[src/rtl/core/tch_pkg.sv]
package tch_pkg;

	localparam int MAX_SLOTS  = 1024;
	localparam int SLOT_BITS  = $clog2(MAX_SLOTS);
	localparam int SIZE_BITS  = SLOT_BITS + 1;
	localparam int KEY_BITS   = 37;
	localparam int VALUE_BITS = 32;
	localparam int CNT_BITS   = $clog2(KEY_BITS);

	localparam logic [SIZE_BITS-1:0] SIZE_RESET = SIZE_BITS'(10);
	localparam logic [SIZE_BITS-1:0] SIZE_MIN   = SIZE_BITS'(3);
	localparam logic [SIZE_BITS-1:0] SIZE_MAX   = SIZE_BITS'(MAX_SLOTS);
	localparam logic [SIZE_BITS-1:0] PROBE_GAP  = SIZE_BITS'(2);

	localparam logic [1:0] OP_INSERT = 2'd0;
	localparam logic [1:0] OP_LOOKUP = 2'd1;
	localparam logic [1:0] OP_DELETE = 2'd2;

	localparam logic [1:0] STAT_OK   = 2'd0;
	localparam logic [1:0] STAT_MISS = 2'd1;
	localparam logic [1:0] STAT_FULL = 2'd2;

	typedef enum logic [1:0] {
		TAG_EMPTY   = 2'd0,
		TAG_USED    = 2'd1,
		TAG_DELETED = 2'd2
	} tag_t;

	typedef enum logic [5:0] {
		S_CLEAR  = 6'b000001,
		S_IDLE   = 6'b000010,
		S_MOD    = 6'b000100,
		S_PROBE1 = 6'b001000,
		S_PROBE2 = 6'b010000,
		S_DECIDE = 6'b100000
	} state_t;

	// Control of the serial remainder unit.
	typedef struct packed {
		logic clear;
		logic step;
		logic din;
	} mod_ctl_t;

endpackage

[src/rtl/core/tch_mod_serial.sv]
module tch_mod_serial
	import tch_pkg::*;
(
	input  logic                 clk,
	input  mod_ctl_t             ctl,
	input  logic [SIZE_BITS-1:0] mod_a,
	input  logic [SIZE_BITS-1:0] mod_b,
	output logic [SLOT_BITS-1:0] rem_a,
	output logic [SLOT_BITS-1:0] rem_b
);

	logic [SLOT_BITS-1:0] rem_a_q, rem_b_q;
	logic [SIZE_BITS-1:0] t_a, t_b, n_a, n_b;

	// Restoring reduction, one key bit per cycle while step is high, from the top:
	// the partial remainder is doubled, the new bit shifted in, and the modulus
	// taken off once when it fits.
	always_comb begin
		t_a = {rem_a_q, ctl.din};
		t_b = {rem_b_q, ctl.din};
		n_a = (t_a >= mod_a) ? (t_a - mod_a) : t_a;
		n_b = (t_b >= mod_b) ? (t_b - mod_b) : t_b;
	end

	always_ff @(posedge clk) begin
		if (ctl.clear) begin
			rem_a_q <= '0;
			rem_b_q <= '0;
		end else if (ctl.step) begin
			rem_a_q <= n_a[SLOT_BITS-1:0];
			rem_b_q <= n_b[SLOT_BITS-1:0];
		end
	end

	assign rem_a = rem_a_q;
	assign rem_b = rem_b_q;

endmodule

[config.mk]
export PLATFORM = sky130hd
export DESIGN_NAME = tch_mod_serial
export DESIGN_NICKNAME = d
export VERILOG_FILES = /design/src/rtl/core/tch_pkg.sv /design/src/rtl/core/tch_mod_serial.sv
export SDC_FILE = /design/constraint.sdc
export NUM_CORES = 1
export LEC_CHECK = 0
export ABC_CLOCK_PERIOD_IN_PS = 3100
export BUFFER_PORTS_ARGS = -buffer_cell sky130_fd_sc_hd__buf_2
export CAP_MARGIN = 0
export CORE_ASPECT_RATIO = 0.6
export CORE_MARGIN = 4
export CORE_UTILIZATION = 30
export CTS_CLUSTER_SIZE = 24
export DETAILED_ROUTE_END_ITERATION = 10
export GPL_TIMING_DRIVEN = 0
export PLACE_DENSITY = 0.47
export SKIP_CTS_REPAIR_TIMING = 1
export SLEW_MARGIN = 20
export SYNTH_ARGS = -nofsm -noshare
export SYNTH_HDL_FRONTEND = slang
export SYNTH_SLANG_ARGS = --single-unit
[constraint.sdc]
create_clock -name clk -period 3.1 [get_ports clk]
set_input_delay 0.62 -clock clk [delete_from_list [all_inputs] [get_ports clk]]
set_output_delay 0.62 -clock clk [all_outputs]
set_load 0.02 [all_outputs]
Yosys cells after proc, flatten, opt, wreduce, memory -nomap -nowiden
Cells that the tools add are included.
- mux-type cells: 2
- $lt $le $gt $ge: 2
- $add $sub $neg: 2
- operators with widths (operator ; count):
    $ge 11x11->1 ; 2
    $mux 10 ; 2
    $sub 10x10->10 ; 2
- output and inout bits: 20
- register bits: 20
- word-level logic and storage cells: 8
- input bits: 26

Logic depth before layout (Yosys ltp)
Gate-level depths: netlist of the first run.
- depth after elaboration: 2
- mapped depth: 10

Least setup slack after synthesis of the first run
No wires, ideal clock.
- kind: input to register
- start: input port ctl[0] (netlist bit)
- end: register rem_a_q[8], in the netlist rem_a[8]
- slack: 742 ps
- arrival time: 2272 ps
- stages: 10
- cell sequence: inv_1 > ha_1 > inv_1 > fa_1 > a211oi_1 > nor3_1 > nor3_1 > xnor2_1 > mux2i_1 > a211oi_1
- cells in the longest elaborated chain, start to end: 2
- elaborated cells between the ends (all ways): 3
- RTL lines (item ; RTL line ; source):
    from (decl) ; tch_mod_serial.sv:5 ; input mod_ctl_t ctl,
    $sub 10x10->10 or $ge 11x11->1 (tied branches) ; tch_mod_serial.sv:21 ; n_a = (t_a >= mod_a) ? (t_a - mod_a) : t_a;
    $mux 10 (*) ; tch_mod_serial.sv:21 ;
    to (signal assigned) ; tch_mod_serial.sv:30 ; rem_a_q <= n_a[SLOT_BITS-1:0];
    to (decl) ; tch_mod_serial.sv:12 ; logic [SLOT_BITS-1:0] rem_a_q, rem_b_q;
Every way passes the cells marked *; elsewhere a longest branch is shown, timed or not.
A chain may end at the register's enable or synchronous reset.

Worst setup path after layout of the first run
Same ends and word-level chain as after synthesis.

==> out/metrics.cfg, run 1 <==
[clock_tree]
clockBufferDepth=2
cts_tree=built
cts-root-buf=clkbuf_8
cts.clk_slew.worst_paths_ns=0.08
cts_made_buffers=3
clock_latency_ns=0.26
cts_sinks=20
htreeDepth=1

[route]
top_layer=met3
drt_iter0_markers=87
num_vias=1870
wl_met2_mm=1.799
drt-met1-wl_mm=3.144
ant_nets=0
drc=0
totalWireLength_mm=5.290
wl_met3_um=345
drt-wirelength-per-cell_um=13.92
viasPerCell=4.921
dr.pass1.iters=5

[floorplan]
rows=22
num_io_pins=46
die_area_sq_um=7995
core_sq_um=6248
die_w_um=112.8
die_y_um=70.88
floorplan.initialDensity_pct=31.64

[power]
p_leak_nw=1.144
peakVddDrop_uv=196.5
power_density_nw_per_um2=368.4

[timing]
timing.fmax_mhz=404.8
slew_viol_final=0
hold_violations=0
rsz0062_at_grt=false
finalClockSkew_ns=0.0008166
fin_crit_sh_pct=79.68
worstMarginPinSlew_ns=0.5380
setup_tns_ns=0
final.min_clock_period_ns=2.470
slew-limit-headroom_pct=64.13
setup-violations-final=0

[worst_hold_path]
hold_class=register to register
holdPathStages=2
min-delay-start=rem_b[9]

[global_route]
grt_usage_pct=13.52
first_global_vias=1682
overflow=0
grt_pass1_wl_mm=8.880
antenna_found_initial=0
grt_max_degree=12

[critical_path]
cp.required_ns=3.28
critPathKind=primary input to register
rr_worst_depth=8
cp_slowest_cell=fa_1
cp.buffers_inverters=3
slowest_delay_ns=0.42
crit_arrival_ns=2.65
critPathTopFamily=compound AO/OA/AOI/OAI gates
cp_cell_sequence=buf_2 -> inv_1 -> ha_1 -> inv_1 -> fa_1 -> a211oi_1 -> nor3_1 -> nor3_1 -> xnor2_1 -> mux2i_1 -> a211oi_1
timing.rr.start=rem_a[4]
start_kind=primary input
cp_num_cells=11
cp-startpoint=ctl[0]
cp_max_fo=3
end_kind=register

[logic_synthesis]
ys_ff_latch=20
synthFlopType=dfxtp_1
avgSynthCellArea_sq_um=7.971
syn_area_sq_um=1977
synthCells=248
ys_seq_area_share_pct=20.25
ys.warnings.count=0
synthesis.nets=298
ys_types=51
synth_edf_count=0
postSynth.asyncResetShare_pct=0

[place]
numPortBuffers=44
place_congestion=0.7813
dp.cells=376
dp_hpwl_mm=4.355
placed_area_sq_um=2302

[layout]
drive_gt1_share_pct=19.59
design_area_sq_um=2357
area_growth_pct=19.24
final_cells=380
num-nets-final=347
antennaDiodeCount=0
fill_cells=680

[flow_run]
drv_cap=0

[status]
status=finished, final reports clean

sequential cells by signal, summed over array words and instances (netlist names):
signal  flops
rem_a      10
rem_b      10
layer usage:
layer	global-route usage (%)	vias up
met4	1.200	0
li1	-	993
met2	16.14	57
met1	23.44	820
met3	3.333	0
met5	0	-
final timing paths:
kind | slack [ns] | to
setup / recovery | 0.63 | rem_a[8]
hold / removal | 0.48 | rem_b[9]
setup reg to reg | 0.89 | rem_a[7]
hold reg to reg | 0.48 | rem_b[9]
cells in the mapped netlist, types with 2 or more instances:
master | number | area share (%)
a211o_1 | 2 | 0.89
a31oi_1 | 3 | 0.95
inv_1 | 29 | 5.5
a211oi_1 | 14 | 5.3
nand2_1 | 14 | 2.7
o21ai_1 | 2 | 0.51
o2111ai_1 | 2 | 0.89
buf_6 | 2 | 1.1
xnor2_1 | 7 | 3.1
nor3b_1 | 2 | 0.76
buf_2 | 2 | 0.51
o21bai_1 | 3 | 1.1
o21ai_0 | 8 | 2.0
clkbuf_1 | 7 | 1.3
a21o_1 | 3 | 1.1
ha_1 | 22 | 14
xor2_1 | 5 | 2.2
o21a_1 | 5 | 1.9
nand2b_1 | 4 | 1.3
nand4_1 | 3 | 0.95
o211ai_1 | 3 | 1.1
nor2_1 | 27 | 5.1
fa_1 | 2 | 2.0
nor3_1 | 4 | 1.0
a21oi_1 | 10 | 2.5
dfxtp_1 | 20 | 20
mux2i_1 | 13 | 6.6
o311a_1 | 2 | 1.0
a21oi_2 | 2 | 0.89
nand3_1 | 4 | 1.0
nand4b_1 | 2 | 0.89
cells by family (layout without fill, tap and decap cells):
group | after synthesis | count (layout) | share of synthesized area, %
adder cells (fa/ha/maj) | 24 | 24 | 15.95
flip-flops | 20 | 20 | 20.25
AND/OR/NAND/NOR | 66 | 66 | 15.89
buffers and inverters | 41 | 89 | 8.734
XOR/XNOR | 12 | 12 | 5.316
AO/OA/AOI/OAI | 72 | 72 | 27.28
multiplexers | 13 | 13 | 6.582
tightest hold or removal path, cell delays in order, from the launching register on:
cell and delay (ns):
dfxtp_1 0.34, nand2_1 0.06, o21ai_1 0.05
cell usage in the layout (no fill, tap or decap), drive strengths merged, types with 5 or more instances in the layout:
cell    instances
a211oi         14
a21oi          12
buf            48
clkbuf         12
dfxtp          20
ha             22
inv            29
mux2i          13
nand2          14
nor2           27
o21a            5
o21ai          11
xnor2           7
xor2            5
layout make-up:
cell class	count	area (sq um)	share of cell area, %
buffer	12	63.81	2.707
clock buffer	4	55.05	2.335
inverter	29	108.9	4.618
multi-input combinational	187	1404	59.55
sequential	20	400.4	16.99
tap	84	105.1	4.459
timing repair buffer	44	220.2	9.342
report_power, final:
group,switching (W),total (W),internal [W]
registers,0.0000222,0.000298,0.000276
clock network,0.0000922,0.000205,0.000113
logic,0.000209,0.000365,0.000156
through the flow:
stage               hold slack [ns]  setup slack, ns  utilization, %  total power (W)
floorplan                    0.5388           0.7421               -        0.0005742
global placement             0.4664           0.3498           36.84        0.0006717
detailed placement           0.4751           0.3316           36.84        0.0006709
CTS                          0.4864           0.6060           37.73        0.0008782
global route                 0.5087           0.4091           37.73        0.0009343
finish                       0.4832           0.6298           37.73        0.0008685
Power figures use the tool's default switching activity.
==> run 2: changes to the inputs <==
--- a/config.mk
+++ b/config.mk
@@ -5,7 +5,7 @@
 export SDC_FILE = /design/constraint.sdc
 export NUM_CORES = 1
 export LEC_CHECK = 0
-export ABC_CLOCK_PERIOD_IN_PS = 3100
+export ABC_CLOCK_PERIOD_IN_PS = 2400
 export BUFFER_PORTS_ARGS = -buffer_cell sky130_fd_sc_hd__buf_2
 export CAP_MARGIN = 0
 export CORE_ASPECT_RATIO = 0.6
==> constraint.sdc (replaced) <==
create_clock -name clk -period 2.4 [get_ports clk]
set_input_delay 0.48 -clock clk [delete_from_list [all_inputs] [get_ports clk]]
set_output_delay 0.48 -clock clk [all_outputs]
set_load 0.02 [all_outputs]
==> run 2 against run 1 <==
  * Final cell count did not move
  * Hold slack hardly changed
  * Critical path type is now register to register
  * Worst setup slack worse by 0.45 ns
  * Sequential share of layout area down 0.15 points
  * Critical endpoint is now rem_a[7]
  * Combinational power is 32% higher
  * First-iteration DRC count rose by 1.1%
  * Largest cell class unchanged
  * Core utilization grew 0.34 points
  * Global-route usage stayed put
  * Clock skew is essentially flat
  * Sequential cell count unchanged
  * Sequential power rose by 30%
==> out/metrics.cfg, run 2 (same netlist as run 1, synthesis figures left out) <==
[status]
status=finished, final reports clean

[timing]
setup-violations-final=0
finalClockSkew_ns=0.0009986
rsz0062_at_grt=false
final.min_clock_period_ns=2.218
timing.fmax_mhz=450.9
hold_violations=0
fin_crit_sh_pct=92.40
setup_tns_ns=0
hold_ws_ns=0.4832
worstMarginPinSlew_ns=0.5384
slew-limit-headroom_pct=64.11
slew_viol_final=0
setup_ws_ns=0.1824

[floorplan]
floorplan.initialDensity_pct=31.64
die_w_um=112.8
rows=22
die_area_sq_um=7995
num_io_pins=46
die_y_um=70.88
core_sq_um=6248

[clock_tree]
cts_sinks=20
clockBufferDepth=2
cts_made_buffers=3
htreeDepth=1
cts.clk_slew.worst_paths_ns=0.08
cts_tree=built
clock_latency_ns=0.26
cts-root-buf=clkbuf_8

[power]
p_int_w=0.0007090
power.share.combinational_pct=42.4
p_leak_nw=1.147
peakVddDrop_uv=254.2
p_sw_w=0.0004222
swShare_pct=37.32
power_density_nw_per_um2=475.6
p_seq_share_pct=34.1
p_clk_share_pct=23.5

[route]
drc=0
drt_iter0_markers=88
totalWireLength_mm=5.304
drt-wirelength-per-cell_um=13.96
dr.pass1.iters=4
viasPerCell=4.942
ant_nets=0
num_vias=1878

[global_route]
first_global_vias=1682
grt_pass1_wl_mm=8.880
grt_max_degree=12
grt_usage_pct=13.52
overflow=0
antenna_found_initial=0

[critical_path]
critPathKind=register to register
start_kind=register
rrSetupSlack_ns=0.18
crit_arrival_ns=2.35
cp.required_ns=2.53
end_kind=register
cp_max_fo=10

[place]
place_ws_ns=-0.2284
numPortBuffers=44
dp_hpwl_mm=4.355
placed_area_sq_um=2302
place_congestion=0.7813

[layout]
antennaDiodeCount=0
fin_util_pct=38.07
area_growth_pct=20.32
drive_gt1_share_pct=20.61
num-nets-final=347
final_common_cell=buf_2
design_area_sq_um=2379
fill_cells=677
final_cell_mix=buf_2 (46), inv_1 (29), nor2_1 (27), ha_1 (22), dfxtp_1 (20)

[worst_hold_path]
hold_class=register to register

[flow_run]
drv_cap=0

-- run 2: cell types whose count changed in the layout (fill, tap and decap cells not counted) --
cell,change
a211oi_1,-1
a211oi_4,+1
fa_1,-1
fa_2,+1
nor4_1,-1
nor4_2,+1
-- run 2: layout make-up --
cell class                 instances  area, sq um  area share (%)
multi-input combinational        187         1425           59.92
sequential                        20        400.4           16.83
timing repair buffer              44        220.2           9.258
inverter                          29        108.9           4.577
tap                               84        105.1           4.419
buffer                            12        63.81           2.683
clock buffer                       4        55.05           2.315
-- run 2: path summary, 6_finish.rpt --
check	startpoint	to	depth (start not counted)
max	rem_a[1]	rem_a[7]	8
min	rem_b[9]	rem_b[9]	2
max reg2reg	rem_a[1]	rem_a[7]	8
min reg2reg	rem_b[9]	rem_b[9]	2
-- run 2: worst max-delay path: stages, from the launching register on --
cell and delay [ns]:
dfxtp_1 0.34, ha_1 0.42, o211ai_1 0.13, a21oi_2 0.20, o21ai_2 0.13, o31ai_4 0.34, buf_6 0.21, mux2i_1 0.21
a211oi_1 0.09
-- run 2: power groups by stage --
stage,Clock (W),Combinational (W),Sequential (W)
2_1_floorplan,0,0.000324,0.000418
3_5_place_dp,0,0.000472,0.000395
4_1_cts,0.000274,0.000474,0.000387
5_1_grt,0.000288,0.000536,0.000392
6_report,0.000266,0.000480,0.000386
3_3_place_gp,0,0.000473,0.000395
-- run 2: metrics by stage --
step / power [W] / instances
global route: 0.001217 / 380
finish: 0.001131 / 380
detailed placement: 0.0008666 / 376
CTS: 0.001134 / 380
global placement: 0.0008677 / 376
floorplan: 0.0007416 / 248
-- run 2: metal layers --
metal	vias to the layer above	wire length [um]	global-route usage, %	share of wire, %
met5	-	0	0	0
met3	0	282	3.333	5.3
met4	0	0	1.200	0
met2	47	1845	16.14	35
met1	841	3177	23.44	60
li1	990	-	-	-
==> run 3: changes to the inputs <==
--- a/config.mk
+++ b/config.mk
@@ -7,7 +7,7 @@
 export LEC_CHECK = 0
 export ABC_CLOCK_PERIOD_IN_PS = 2400
 export BUFFER_PORTS_ARGS = -buffer_cell sky130_fd_sc_hd__buf_2
-export CAP_MARGIN = 0
+export CAP_MARGIN = 30
 export CORE_ASPECT_RATIO = 0.6
 export CORE_MARGIN = 4
 export CORE_UTILIZATION = 30
@@ -15,6 +15,7 @@
 export DETAILED_ROUTE_END_ITERATION = 10
 export GPL_TIMING_DRIVEN = 0
 export PLACE_DENSITY = 0.47
+export SETUP_SLACK_MARGIN = 0.5
 export SKIP_CTS_REPAIR_TIMING = 1
 export SLEW_MARGIN = 20
 export SYNTH_ARGS = -nofsm -noshare
==> run 3 against run 2 <==
  * Clock-buffer cell count fell by 1
  * Clock power fell by 16%
  * Wire length up 15%
==> out/metrics.cfg, run 3 (same netlist as run 1, synthesis figures left out) <==
[floorplan]
die_w_um=112.8
core_sq_um=6248
rows=22
floorplan.initialDensity_pct=31.64
die_y_um=70.88
num_io_pins=46
die_area_sq_um=7995

[layout]
drive_gt1_share_pct=42.72
area_growth_pct=50.95
final_cell_mix=buf_2 (41), nor2_1 (26), inv_1 (20), buf_4 (19), ha_4 (17)
final_common_cell=buf_2
fill_cells=630
seqCellArea_sq_um=429.2
num-nets-final=368
multi_input_area_sq_um=1758
antennaDiodeCount=0
final_cells=400

[timing]
fin_crit_sh_pct=86.78
slew-limit-headroom_pct=61.98
worstMarginPinSlew_ns=0.5704
setup-violations-final=0
slew_viol_final=0
final.min_clock_period_ns=2.083
rsz0062_at_grt=true
hold_violations=0
setup_tns_ns=0
finalClockSkew_ns=0.005615
timing.fmax_mhz=480.1

[power]
p_int_w=0.0007952
power_density_nw_per_um2=429.4
p_leak_nw=1.286
p_clk_share_pct=17.4
p_sw_w=0.0004861
power.share.combinational_pct=51.8
peakVddDrop_uv=253.9
swShare_pct=37.94
p_seq_share_pct=30.8

[critical_path]
crit_arrival_ns=2.25
start_kind=register
cp.required_ns=2.56
end_kind=register
critPathKind=register to register
cp_max_fo=5

[place]
numPortBuffers=44
place_congestion=0.7585
dp_hpwl_mm=4.573
dp.cells=376

[global_route]
antenna_found_initial=0
grt_max_degree=11
grt_usage_pct=13.94
top_usage_layer=met1
overflow=0
use_met3_pct=3.590
grt_use_met1_pct=23.88
first_global_vias=1732
grt_pass1_wl_mm=9.059
grt_use_met2_pct=16.93

[route]
ant_nets=0
drc=0
totalWireLength_mm=6.086
drt-wirelength-per-cell_um=15.22
viasPerCell=5.053
dr.pass1.iters=4
num_vias=2021
drt_iter0_markers=80

[clock_tree]
clockBufferDepth=2
cts_sinks=20
cts.clk_slew.worst_paths_ns=0.08
cts-root-buf=clkbuf_8
cts_made_buffers=3
htreeDepth=1
clock_latency_ns=0.26
cts_tree=built

[flow_run]
drv_cap=0

[status]
status=finished, final reports clean

[worst_hold_path]
hold_class=register to register

## run 3: stage by stage
stage | util [%] | total power [W] | hold WS [ns] | setup slack, ns | area (sq um)
after floorplan | - | 0.0008007 | 0.5388 | 0.3415 | 2218
after global placement | 40.71 | 0.0009417 | 0.4649 | -0.07899 | 2544
after detailed placement | 40.71 | 0.0009400 | 0.4628 | -0.08658 | 2544
after CTS | 41.37 | 0.001161 | 0.4722 | 0.1838 | 2585
after global routing | 47.76 | 0.001369 | 0.5029 | 0.2547 | 2984
final | 47.76 | 0.001281 | 0.4617 | 0.3173 | 2984
## run 3: per-layer routing
metal	vias to the layer above	routed length [um]
li1	1034	-
met1	937	3514
met2	48	2233
met3	2	324
met4	0	13
met5	-	0
## run 3: final timing paths
| path | from | to | slack [ns] | cells after the start |
|---|---|---|---|---|
| setup / recovery | rem_b[0] | rem_b[0] | 0.32 | 7 |
| hold / removal | rem_b[9] | rem_b[9] | 0.46 | 2 |
| setup reg to reg | rem_b[0] | rem_b[0] | 0.32 | 7 |
| hold reg to reg | rem_b[9] | rem_b[9] | 0.46 | 2 |
## run 3: layout make-up
| cell class | count | area share [%] |
|---|---|---|
| Timing Repair Buffer | 65 | 14.00 |
| Clock buffer | 3 | 1.384 |
| Tap cell | 84 | 3.522 |
| Inverter | 29 | 4.822 |
| Sequential cell | 20 | 14.38 |
| Buffer | 12 | 2.977 |
| Multi-Input combinational cell | 187 | 58.91 |
## run 3: power groups by stage
| stage | Sequential [W] | Combinational (W) | Clock (W) |
|---|---|---|---|
| 2_1_floorplan | 0.000424 | 0.000377 | 0 |
| 3_3_place_gp | 0.000403 | 0.000538 | 0 |
| 3_5_place_dp | 0.000403 | 0.000537 | 0 |
| 4_1_cts | 0.000395 | 0.000540 | 0.000225 |
| 5_1_grt | 0.000400 | 0.000725 | 0.000245 |
| 6_report | 0.000395 | 0.000663 | 0.000223 |
## run 3: critical path, cell delays in order, from the launching register on
cell and delay, ns:
dfxtp_4 0.37, ha_4 0.26, nor2b_4 0.15, o211ai_1 0.13
a21o_1 0.23, a31o_4 0.26, or4b_4 0.50, o311ai_4 0.10
